**src/id_number_validator_unit_defines.svh**
```systemverilog
// Assertion helpers for the ID number validator.
// Both sample on clk and are switched off while rst is high.
`ifndef ID_NUMBER_VALIDATOR_UNIT_DEFINES_SVH
`define ID_NUMBER_VALIDATOR_UNIT_DEFINES_SVH

// Same-cycle implication.
`define IDNV_ASSERT_NOW(label, ante, cons) \
  label: assert property (@(posedge clk) disable iff (rst) (ante) |-> (cons)) \
    else $error("idnv assertion failed");

// Next-cycle implication.
`define IDNV_ASSERT_NEXT(label, ante, cons) \
  label: assert property (@(posedge clk) disable iff (rst) (ante) |=> (cons)) \
    else $error("idnv assertion failed");

`endif

```
**src/idnv_pkg.sv**
```systemverilog
`timescale 1ns / 1ps

package idnv_pkg;

  // Character positions, counted from zero
  localparam logic [4:0] POS_YEAR_FIRST  = 5'd6;
  localparam logic [4:0] POS_YEAR_LAST   = 5'd9;
  localparam logic [4:0] POS_MONTH_FIRST = 5'd10;
  localparam logic [4:0] POS_MONTH_LAST  = 5'd11;
  localparam logic [4:0] POS_DAY_FIRST   = 5'd12;
  localparam logic [4:0] POS_DAY_LAST    = 5'd13;
  localparam logic [4:0] POS_SEX         = 5'd16;
  localparam logic [4:0] POS_CHECK       = 5'd17;
  localparam logic [4:0] COUNT_MAX       = 5'd31;

  localparam logic [7:0] CHAR_ZERO = 8'h30;
  localparam logic [7:0] CHAR_NINE = 8'h39;

  localparam logic [13:0] AGE_LIMIT       = 14'd130;
  localparam logic [13:0] BASE_YEAR       = 14'd1900;
  localparam logic [3:0]  BASE_YEAR_MOD12 = 4'd4;
  localparam logic [3:0]  ANIMAL_NONE     = 4'd12;
  localparam logic [8:0]  DAYS_LEAP       = 9'd366;
  localparam logic [8:0]  DAYS_NORM       = 9'd365;

  // Configuration register indexes and reset values
  localparam logic [1:0] REG_YEAR  = 2'd0;
  localparam logic [1:0] REG_MONTH = 2'd1;
  localparam logic [1:0] REG_DAY   = 2'd2;

  localparam logic [13:0] RESET_YEAR  = 14'd2024;
  localparam logic [3:0]  RESET_MONTH = 4'd1;
  localparam logic [4:0]  RESET_DAY   = 5'd1;

  // Captured accumulator contents of one finished number
  typedef struct packed {
    logic        len_ok;
    logic        bad_digit;
    logic [3:0]  sum_mod11;
    logic [7:0]  check_char;
    logic [13:0] year;
    logic [8:0]  year_mod400;
    logic [3:0]  year_mod12;
    logic [6:0]  month;
    logic [6:0]  day;
    logic        sex_odd;
  } snap_t;

  // Decoded values ahead of the birthday distance
  typedef struct packed {
    logic        len_ok;
    logic        ck_ok;
    logic        yr_ok;
    logic [13:0] year;
    logic [6:0]  month;
    logic [6:0]  day;
    logic        sex_odd;
    logic [14:0] age;
    logic        leap;
    logic [8:0]  today;
    logic [8:0]  bday;
    logic [3:0]  animal;
  } mid_t;

  // Digit weights of positions 0..16
  function automatic logic [3:0] digit_weight(input logic [4:0] pos);
    logic [3:0] w;
    case (pos)
      5'd0, 5'd10:  w = 4'd7;
      5'd1, 5'd11:  w = 4'd9;
      5'd2, 5'd12:  w = 4'd10;
      5'd3, 5'd13:  w = 4'd5;
      5'd4, 5'd14:  w = 4'd8;
      5'd5, 5'd15:  w = 4'd4;
      5'd6, 5'd16:  w = 4'd2;
      5'd7:         w = 4'd1;
      5'd8:         w = 4'd6;
      5'd9:         w = 4'd3;
      default:      w = 4'd0;
    endcase
    return w;
  endfunction

  // Expected check character for a sum residue
  function automatic logic [7:0] check_code(input logic [3:0] r);
    logic [7:0] c;
    case (r)
      4'd0:    c = 8'h31;
      4'd1:    c = 8'h30;
      4'd2:    c = 8'h58;
      4'd3:    c = 8'h39;
      4'd4:    c = 8'h38;
      4'd5:    c = 8'h37;
      4'd6:    c = 8'h36;
      4'd7:    c = 8'h35;
      4'd8:    c = 8'h34;
      4'd9:    c = 8'h33;
      4'd10:   c = 8'h32;
      default: c = 8'h00;
    endcase
    return c;
  endfunction

  // Days before the first of a month, month index 0..11
  function automatic logic [8:0] cum_days(input logic [3:0] idx, input logic leap);
    logic [8:0] n;
    case (idx)
      4'd0:    n = 9'd0;
      4'd1:    n = 9'd31;
      4'd2:    n = 9'd59;
      4'd3:    n = 9'd90;
      4'd4:    n = 9'd120;
      4'd5:    n = 9'd151;
      4'd6:    n = 9'd181;
      4'd7:    n = 9'd212;
      4'd8:    n = 9'd243;
      4'd9:    n = 9'd273;
      4'd10:   n = 9'd304;
      4'd11:   n = 9'd334;
      default: n = 9'd0;
    endcase
    if (leap && (idx >= 4'd2) && (idx <= 4'd11)) begin
      n = n + 9'd1;
    end
    return n;
  endfunction

  // Day of year; a month outside 1..12 gives zero
  function automatic logic [8:0] day_of_year(input logic [6:0] mon, input logic [6:0] day,
                                             input logic leap);
    logic [8:0] n;
    if ((mon == 7'd0) || (mon > 7'd12)) begin
      n = 9'd0;
    end else begin
      n = cum_days(mon[3:0] - 4'd1, leap) + {2'b00, day};
    end
    return n;
  endfunction

  // Residue mod 11 of a value up to 100
  function automatic logic [3:0] mod11_small(input logic [6:0] v);
    logic [6:0] t;
    t = v;
    if (t >= 7'd88) t = t - 7'd88;
    if (t >= 7'd44) t = t - 7'd44;
    if (t >= 7'd22) t = t - 7'd22;
    if (t >= 7'd11) t = t - 7'd11;
    return t[3:0];
  endfunction

  // Residue mod 12 of a value up to 119
  function automatic logic [3:0] mod12_small(input logic [6:0] v);
    logic [6:0] t;
    t = v;
    if (t >= 7'd96) t = t - 7'd96;
    if (t >= 7'd48) t = t - 7'd48;
    if (t >= 7'd24) t = t - 7'd24;
    if (t >= 7'd12) t = t - 7'd12;
    return t[3:0];
  endfunction

  // Residue mod 400 of a value up to 3999
  function automatic logic [8:0] mod400_small(input logic [11:0] v);
    logic [11:0] t;
    t = v;
    if (t >= 12'd3200) t = t - 12'd3200;
    if (t >= 12'd1600) t = t - 12'd1600;
    if (t >= 12'd800)  t = t - 12'd800;
    if (t >= 12'd400)  t = t - 12'd400;
    return t[8:0];
  endfunction

endpackage

```
**src/id_number_validator_unit.sv**
```systemverilog
`timescale 1ns / 1ps
// ID number validator: one ASCII character accepted per cycle while s_axis_tready is high,
// no gaps needed. The snapshot is taken at the edge that accepts the last character, then
// the decode and result registers follow before m_axis_tvalid rises.
// Throughput: one character per cycle, one result per number; s_axis_tready drops
// only while snapshot, decode and result registers all hold numbers and m_axis_tready is low.
// rst (synchronous) clears accumulators and pipeline valids and loads the
// configuration defaults (year 2024, January 1).
`include "id_number_validator_unit_defines.svh"

module id_number_validator_unit (
  input  logic        clk,
  input  logic        rst,
  // configuration
  input  logic        cfg_we,
  input  logic [1:0]  cfg_index,
  input  logic [13:0] cfg_data,
  // character stream
  input  logic        s_axis_tvalid,
  output logic        s_axis_tready,
  input  logic [7:0]  s_axis_tdata,   // [7:0] id_char
  input  logic        s_axis_tlast,   // last_char
  // results
  output logic        m_axis_tvalid,
  input  logic        m_axis_tready,
  output logic [63:0] m_axis_tdata    // [0] valid_res, [1] length_ok, [2] checksum_ok,
                                      // [3] year_ok, [17:4] birth_year,
                                      // [24:18] birth_month, [31:25] birth_day,
                                      // [32] is_male, [47:33] age_years,
                                      // [56:48] days_to_birthday, [60:57] animal_sign,
                                      // [63:61] zero
);

  // Configuration registers
  logic [13:0] current_year;
  logic [3:0]  current_month;
  logic [4:0]  current_day;

  always_ff @(posedge clk) begin
    if (rst) begin
      current_year  <= idnv_pkg::RESET_YEAR;
      current_month <= idnv_pkg::RESET_MONTH;
      current_day   <= idnv_pkg::RESET_DAY;
    end else if (cfg_we) begin
      case (cfg_index)
        idnv_pkg::REG_YEAR:  current_year  <= cfg_data;
        idnv_pkg::REG_MONTH: current_month <= cfg_data[3:0];
        idnv_pkg::REG_DAY:   current_day   <= cfg_data[4:0];
        default: ;
      endcase
    end
  end

  // Pipeline flow control
  logic snap_valid, mid_valid, out_valid;
  logic load_out, load_mid, in_xfer;

  assign load_out      = mid_valid && (!out_valid || m_axis_tready);
  assign load_mid      = snap_valid && (!mid_valid || load_out);
  assign s_axis_tready = !snap_valid || load_mid;
  assign in_xfer       = s_axis_tvalid && s_axis_tready;

  // Character accumulators
  logic [4:0]  char_count;
  logic [3:0]  sum_mod11;
  logic [13:0] year_acc;
  logic [8:0]  year_mod400;
  logic [3:0]  year_mod12;
  logic [6:0]  month_acc;
  logic [6:0]  day_acc;
  logic        sex_odd;
  logic        bad_digit;
  logic [7:0]  check_char;

  logic [3:0]  sum_mod11_next;
  logic [13:0] year_acc_next;
  logic [8:0]  year_mod400_next;
  logic [3:0]  year_mod12_next;
  logic [6:0]  month_acc_next;
  logic [6:0]  day_acc_next;
  logic        sex_odd_next;
  logic        bad_digit_next;
  logic [7:0]  check_char_next;

  logic        is_digit;
  logic [3:0]  digit;
  logic [7:0]  wprod;
  logic [16:0] year_x10;
  logic [11:0] mod400_x10;
  logic [6:0]  mod12_x10;
  logic [9:0]  month_x10;
  logic [9:0]  day_x10;

  always_comb begin
    is_digit   = (s_axis_tdata >= idnv_pkg::CHAR_ZERO) && (s_axis_tdata <= idnv_pkg::CHAR_NINE);
    digit      = is_digit ? 4'(s_axis_tdata - idnv_pkg::CHAR_ZERO) : 4'd0;
    wprod      = 8'(digit * idnv_pkg::digit_weight(char_count));
    year_x10   = {year_acc, 3'b000} + {2'b00, year_acc, 1'b0} + {13'd0, digit};
    mod400_x10 = {year_mod400, 3'b000} + {2'b00, year_mod400, 1'b0} + {8'd0, digit};
    mod12_x10  = {year_mod12[3:0], 3'b000} + {2'b00, year_mod12[3:0], 1'b0}
                 + {3'd0, digit};
    month_x10  = {month_acc, 3'b000} + {2'b00, month_acc, 1'b0} + {6'd0, digit};
    day_x10    = {day_acc, 3'b000} + {2'b00, day_acc, 1'b0} + {6'd0, digit};

    sum_mod11_next   = sum_mod11;
    year_acc_next    = year_acc;
    year_mod400_next = year_mod400;
    year_mod12_next  = year_mod12;
    month_acc_next   = month_acc;
    day_acc_next     = day_acc;
    sex_odd_next     = sex_odd;
    bad_digit_next   = bad_digit;
    check_char_next  = check_char;

    if (char_count < idnv_pkg::POS_CHECK) begin
      if (!is_digit) begin
        bad_digit_next = 1'b1;
      end
      sum_mod11_next = idnv_pkg::mod11_small(7'({3'd0, sum_mod11} + wprod));
      if ((char_count >= idnv_pkg::POS_YEAR_FIRST) && (char_count <= idnv_pkg::POS_YEAR_LAST)) begin
        year_acc_next    = year_x10[13:0];
        year_mod400_next = idnv_pkg::mod400_small(mod400_x10);
        year_mod12_next  = idnv_pkg::mod12_small(mod12_x10);
      end else if ((char_count == idnv_pkg::POS_MONTH_FIRST) ||
                   (char_count == idnv_pkg::POS_MONTH_LAST)) begin
        month_acc_next = month_x10[6:0];
      end else if ((char_count == idnv_pkg::POS_DAY_FIRST) ||
                   (char_count == idnv_pkg::POS_DAY_LAST)) begin
        day_acc_next = day_x10[6:0];
      end else if (char_count == idnv_pkg::POS_SEX) begin
        sex_odd_next = digit[0];
      end
    end else if (char_count == idnv_pkg::POS_CHECK) begin
      check_char_next = s_axis_tdata;
    end
  end

  // Accumulators advance on every transfer and clear after the last character
  always_ff @(posedge clk) begin
    if (rst) begin
      char_count  <= '0;
      sum_mod11   <= '0;
      year_acc    <= '0;
      year_mod400 <= '0;
      year_mod12  <= '0;
      month_acc   <= '0;
      day_acc     <= '0;
      sex_odd     <= 1'b0;
      bad_digit   <= 1'b0;
      check_char  <= '0;
    end else if (in_xfer) begin
      if (s_axis_tlast) begin
        char_count  <= '0;
        sum_mod11   <= '0;
        year_acc    <= '0;
        year_mod400 <= '0;
        year_mod12  <= '0;
        month_acc   <= '0;
        day_acc     <= '0;
        sex_odd     <= 1'b0;
        bad_digit   <= 1'b0;
        check_char  <= '0;
      end else begin
        if (char_count != idnv_pkg::COUNT_MAX) begin
          char_count <= char_count + 5'd1;
        end
        sum_mod11   <= sum_mod11_next;
        year_acc    <= year_acc_next;
        year_mod400 <= year_mod400_next;
        year_mod12  <= year_mod12_next;
        month_acc   <= month_acc_next;
        day_acc     <= day_acc_next;
        sex_odd     <= sex_odd_next;
        bad_digit   <= bad_digit_next;
        check_char  <= check_char_next;
      end
    end
  end

  // Stage 1: capture the finished number
  idnv_pkg::snap_t snap;

  always_ff @(posedge clk) begin
    if (rst) begin
      snap_valid <= 1'b0;
    end else if (in_xfer && s_axis_tlast) begin
      snap_valid <= 1'b1;
    end else if (load_mid) begin
      snap_valid <= 1'b0;
    end
  end

  always_ff @(posedge clk) begin
    if (in_xfer && s_axis_tlast) begin
      snap.len_ok      <= (char_count == idnv_pkg::POS_CHECK);
      snap.bad_digit   <= bad_digit_next;
      snap.sum_mod11   <= sum_mod11_next;
      snap.check_char  <= check_char_next;
      snap.year        <= year_acc_next;
      snap.year_mod400 <= year_mod400_next;
      snap.year_mod12  <= year_mod12_next;
      snap.month       <= month_acc_next;
      snap.day         <= day_acc_next;
      snap.sex_odd     <= sex_odd_next;
    end
  end

  // Stage 2: checksum, age, leap rule, days of year, animal sign
  idnv_pkg::snap_t snap_in;
  idnv_pkg::mid_t  mid_next;
  idnv_pkg::mid_t  mid;
  logic            leap;
  logic            century;

  always_comb begin
    snap_in = snap;
    century = (snap_in.year_mod400 == 9'd0) || (snap_in.year_mod400 == 9'd100) ||
              (snap_in.year_mod400 == 9'd200) || (snap_in.year_mod400 == 9'd300);
    leap    = ((snap_in.year[1:0] == 2'b00) && !century) || (snap_in.year_mod400 == 9'd0);

    mid_next.len_ok  = snap_in.len_ok;
    mid_next.ck_ok   = snap_in.len_ok && !snap_in.bad_digit &&
                       (idnv_pkg::check_code(snap_in.sum_mod11) == snap_in.check_char);
    mid_next.age     = {1'b0, current_year} - {1'b0, snap_in.year};
    mid_next.yr_ok   = !mid_next.age[14] && (mid_next.age[13:0] < idnv_pkg::AGE_LIMIT);
    mid_next.year    = snap_in.year;
    mid_next.month   = snap_in.month;
    mid_next.day     = snap_in.day;
    mid_next.sex_odd = snap_in.sex_odd;
    mid_next.leap    = leap;
    mid_next.today   = idnv_pkg::day_of_year({3'd0, current_month}, {2'd0, current_day}, leap);
    mid_next.bday    = idnv_pkg::day_of_year(snap_in.month, snap_in.day, leap);
    if (snap_in.year < idnv_pkg::BASE_YEAR) begin
      mid_next.animal = idnv_pkg::ANIMAL_NONE;
    end else if (snap_in.year_mod12 >= idnv_pkg::BASE_YEAR_MOD12) begin
      mid_next.animal = snap_in.year_mod12 - idnv_pkg::BASE_YEAR_MOD12;
    end else begin
      mid_next.animal = snap_in.year_mod12 + (4'd12 - idnv_pkg::BASE_YEAR_MOD12);
    end
  end

  always_ff @(posedge clk) begin
    if (rst) begin
      mid_valid <= 1'b0;
    end else if (load_mid) begin
      mid_valid <= 1'b1;
    end else if (load_out) begin
      mid_valid <= 1'b0;
    end
  end

  always_ff @(posedge clk) begin
    if (load_mid) begin
      mid <= mid_next;
    end
  end

  // Stage 3: days to the next birthday and result packing
  logic [8:0]  togo;
  logic [63:0] out_next;

  always_comb begin
    if (mid.bday > mid.today) begin
      togo = mid.bday - mid.today;
    end else begin
      togo = (mid.leap ? idnv_pkg::DAYS_LEAP : idnv_pkg::DAYS_NORM) - mid.today + mid.bday;
    end
    out_next = {3'b000, mid.animal, togo, mid.age, mid.sex_odd, mid.day, mid.month,
                mid.year, mid.yr_ok, mid.ck_ok, mid.len_ok,
                mid.len_ok && mid.ck_ok && mid.yr_ok};
  end

  always_ff @(posedge clk) begin
    if (rst) begin
      out_valid <= 1'b0;
    end else if (load_out) begin
      out_valid <= 1'b1;
    end else if (m_axis_tready) begin
      out_valid <= 1'b0;
    end
  end

  always_ff @(posedge clk) begin
    if (load_out) begin
      m_axis_tdata <= out_next;
    end
  end

  assign m_axis_tvalid = out_valid;

  // Checks
  `IDNV_ASSERT_NOW(a_valid_needs_all, m_axis_tvalid && m_axis_tdata[0], m_axis_tdata[1] && m_axis_tdata[2] && m_axis_tdata[3])
  `IDNV_ASSERT_NOW(a_ck_needs_len, m_axis_tvalid && m_axis_tdata[2], m_axis_tdata[1])
  `IDNV_ASSERT_NEXT(a_clear_after_last, in_xfer && s_axis_tlast, (char_count == 5'd0) && snap_valid)
  `IDNV_ASSERT_NOW(a_animal_range, m_axis_tvalid, m_axis_tdata[60:57] <= idnv_pkg::ANIMAL_NONE)

endmodule
```
**config.mk**
```make
export PLATFORM = sky130hd
export DESIGN_NAME = id_number_validator_unit
export DESIGN_NICKNAME = d
export VERILOG_FILES = /design/src/idnv_pkg.sv /design/src/id_number_validator_unit.sv
export VERILOG_INCLUDE_DIRS = /design/src /design/src/src
export SDC_FILE = /design/constraint.sdc
export NUM_CORES = 1
export LEC_CHECK = 0
export ABC_AREA = 1
export BUFFER_PORTS_ARGS = -buffer_cell sky130_fd_sc_hd__clkbuf_2
export CAP_MARGIN = 20
export CORE_ASPECT_RATIO = 1.2
export CORE_MARGIN = 4
export CORE_UTILIZATION = 30
export DETAILED_ROUTE_END_ITERATION = 16
export HOLD_SLACK_MARGIN = 0.12
export REMOVE_ABC_BUFFERS = 1
export SLEW_MARGIN = 20
export SYNTH_ARGS = -nofsm -noshare
export SYNTH_HDL_FRONTEND = slang
export SYNTH_SLANG_ARGS = --single-unit
```
**constraint.sdc**
```tcl
create_clock -name clk -period 6.7 [get_ports clk]
set_input_delay 0.335 -clock clk [delete_from_list [all_inputs] [get_ports clk]]
set_output_delay 0.335 -clock clk [all_outputs]
set_load 0.03 [all_outputs]
```
==> summary.txt <==
Timing
  • Final slew viol count: 0
  • Final hold vios: 0
  • Sum of negative setup slack: 0 ps
  • Setup violators final: 0
  • Period utilisation layout: 94.0%
  • Slew margin rel.: 36.7%
  • FMAX: 159 MHz
  • PnR worst setup slack: a little over 400 ps
  • Tmin final: 6300 ps
  • Skew final: 8.94 ps
  • Worst-Margin Slew: 944 ps

Global route
  • GRT Util Overall: 11.9%
  • Number of global-route vias before repair: 13,800
  • Largest net degree at the start of global routing: 66
  • First-pass GRT wire length: 63,800 um
  • Total grt overflow: 0
  • Antenna violations before repair: 1

Detailed routing
  • First-iteration detailed-routing DRC count: ~600
  • Routed wl met3: 1150 um
  • Via Count: roughly 14,000
  • Post-route DRC violation count: 0
  • Routed wire per std cell: 12.8 um
  • M1 WL: 16,100 um
  • Max layer used: met5
  • Via/cell ratio: 4.61
  • TritonRoute pass-1 iters: 5
  • Antenna-violating nets left: 0
  • Met2 WL post-DR: 19,500 um
  • DRT Wirelength: 37,800 um

Clocking
  • Cts bufs inserted: 28
  • H-tree Lvls: 1
  • Clock sink count: 284
  • Worst skew pair latency: 550 ps
  • TritonCTS clock tree: built
  • CTS root buf: clkbuf_16
  • Clk pin slew, worst setup/hold paths: 60 ps
  • Clock Tree Buf Depth: 3

Final layout
  • Layout area overhead: 16.9%
  • Post-route cell area: about 21,000 um^2
  • Ratio of cells with drive above 1 in the final layout: around 14%
  • Ant. Diodes: 0
  • Filler cells: 5,827
  • Final nets: around 2,400

Placement
  • Final HPWL DP: about 29,000 um
  • PortBufs: 92
  • Pre-CTS setup slack: -472 ps
  • DP Area: between 15,000 and 20,000 um^2
  • RePlAce Congestion: 0.836

Floorplan
  • Initial core utilization: 30.5%
  • Die area: 62,500 um^2
  • Num rows: 96
  • IO Count: 96
  • Die height: 273 um
  • Core area: between 50,000 and 60,000 um^2
  • Die width: 229 um

Job
  • Max-cap violations: 0

Setup path
  • Required @ worst endpoint: between 7000 and 8000 ps
  • CP Max Fanout: 5
  • Critical Path Source Type: flop
  • Critical Path Most Common Cell: nand2_1
  • Slowest Stage Delay on Critical Path: 560 ps
  • Crit path kind: flop to flop
  • Slowest-stage cell, CP: fa_1
  • Endpoint class of the critical path: flop
  • Critical Path AT: 6750 ps

Logic synthesis
  • Async S/R FF share, synth: 0%
  • Sequential area share after synthesis: between 40% and 50%
  • Yosys warns: 0
  • Synth unique cells: 59
  • Cell area after synthesis: about 18,000 um^2
  • Mapped Cells: slightly above 2,000
  • Number of synthesized flops with an enable pin: approximately 190
  • Register bit total from synthesis: 284
  • Ys flop type: edfxtp_1
  • Syn Area/Cell: 8.68 um^2

Pwr
  • Max VDD drop: between 150 and 200 uV
  • PD cells: 198 nW/um^2
  • Static Leak: around 9.5 nW
  • Power consumption: 4.07 mW

Worst hold path
  • Hold Crit Class: input port to flop

Run status
  • Status: completed
==> kinds of logic (layout without fill, tap and decap cells) <==
logic type               after synthesis  in the layout  synth area share, %
AO/OA/AOI/OAI                        285            285                 8.95
XOR/XNOR                              79             79                 4.11
adder cells (fa/ha/maj)              188            188                 14.4
buffers and inverters                355            541                 7.67
flip-flops                           284            284                 43.0
multiplexers                           9              9                0.548
other                                  1              3               0.0213
AND/OR/NAND/NOR                      823            823                 21.3
==> cells in the final DEF (no fill, tap or decap), types with 7 or more instances in the layout <==
cell           count
dfxtp_1           96
nand2_4           10
and2_1             8
inv_1            310
clkbuf_2          92
a21oi_1          140
dlygate4sd3_1     16
nand3_2           11
nor2_4            10
xor2_1            51
fa_1              24
inv_2              9
nand4_1           27
buf_4             60
nor3_1            21
xnor2_1           23
clkbuf_16         31
o21ai_0           87
nand3_1          113
edfxtp_1         187
nor2_1           142
clkbuf_1           7
or2_2             21
o31ai_1            9
nand2_2           30
nand2_1          399
ha_1             162
==> power breakdown <==
group / leakage (nW) / switching, mW / internal [mW]
Clock: 0.470 / 0.677 / 0.973
Sequential: 2.53 / 0.0298 / 1.93
Combinational: 6.47 / 0.293 / 0.171
Total: 9.48 / 1.00 / 3.07
==> synth_stat cells, types with 10 or more instances <==
cell,number,area (um^2)
nand2_1,404,1520
inv_1,312,1170
edfxtp_1,187,5620
ha_1,164,2050
nor2_1,150,563
a21oi_1,142,711
nand3_1,115,576
dfxtp_1,97,1940
o21ai_0,88,440
xor2_1,52,455
clkbuf_1,28,105
nand4_1,27,169
nand2_2,25,156
fa_1,24,480
xnor2_1,23,201
nor3_1,21,105
or2_2,21,131
nand2_4,10,113
nand3_2,10,100
o31ai_1,10,75.1
==> registers in the layout, summed over array words and instances (netlist names), 5 cells and up, named ones only <==
signal,flops
year_acc,14
char_count,5
mid_next,30
current_year,14
current_day,5
snap,26
day_acc,7
check_char,8
month_acc,7
mid,70
year_mod400,9
m_axis_tdata,61
==> final timing paths <==
path         slack (ps)  cells past startpoint          endpoint       startpoint
max                 400                     42              flop             flop
min                 160                      2          snap[42]  s_axis_tdata[0]
max reg2reg         400                     42              flop             flop
min reg2reg         420                      0  m_axis_tdata[19]          mid[47]
==> worst max-delay path: cells and delay by family, from the launching register on <==
| kind | cells | cell delay, ps |
|---|---|---|
| buf+inv | 9 | 740 |
| compound gates | 2 | 400 |
| flops | 1 | 370 |
| xor+xnor | 1 | 150 |
| simple gates | 22 | 1880 |
| fa+ha+maj | 8 | 2670 |
==> area by class of cell <==
type,count,area (um^2),share of cell area (%)
clock buffer,39,816,3.97
inverter,321,1200,5.86
multi-input combinational,1387,8810,42.9
clock inverter,13,161,0.786
tap,735,920,4.48
sequential,284,7560,36.8
timing repair buffer,168,1070,5.21
==> per-stage QoR <==
stage / utilization [%] / hold slack, ps / cells
floorplan: - / 400 / 1992
global placement: 33.5 / 403 / 2876
detailed placement: 33.5 / 406 / 2876
CTS: 35.4 / 141 / 2944
global route: 35.6 / 146 / 2947
finish: 35.6 / 163 / 2947
==> what timing repair did <==
item,4_1_cts,5_1_grt
buffers inserted,0,3
setup endpoints to repair,0,12
endpoints found under the hold margin,21,0
resized for setup,0,23
hold buffers,16,0
==> layer usage <==
layer	vias up	global-route usage (%)
met3	69	1.34
met4	2	3.65
met2	178	22.7
met5	-	0
li1	7007	-
met1	6325	13.8
Note: power is estimated with default switching activity, not from simulation.
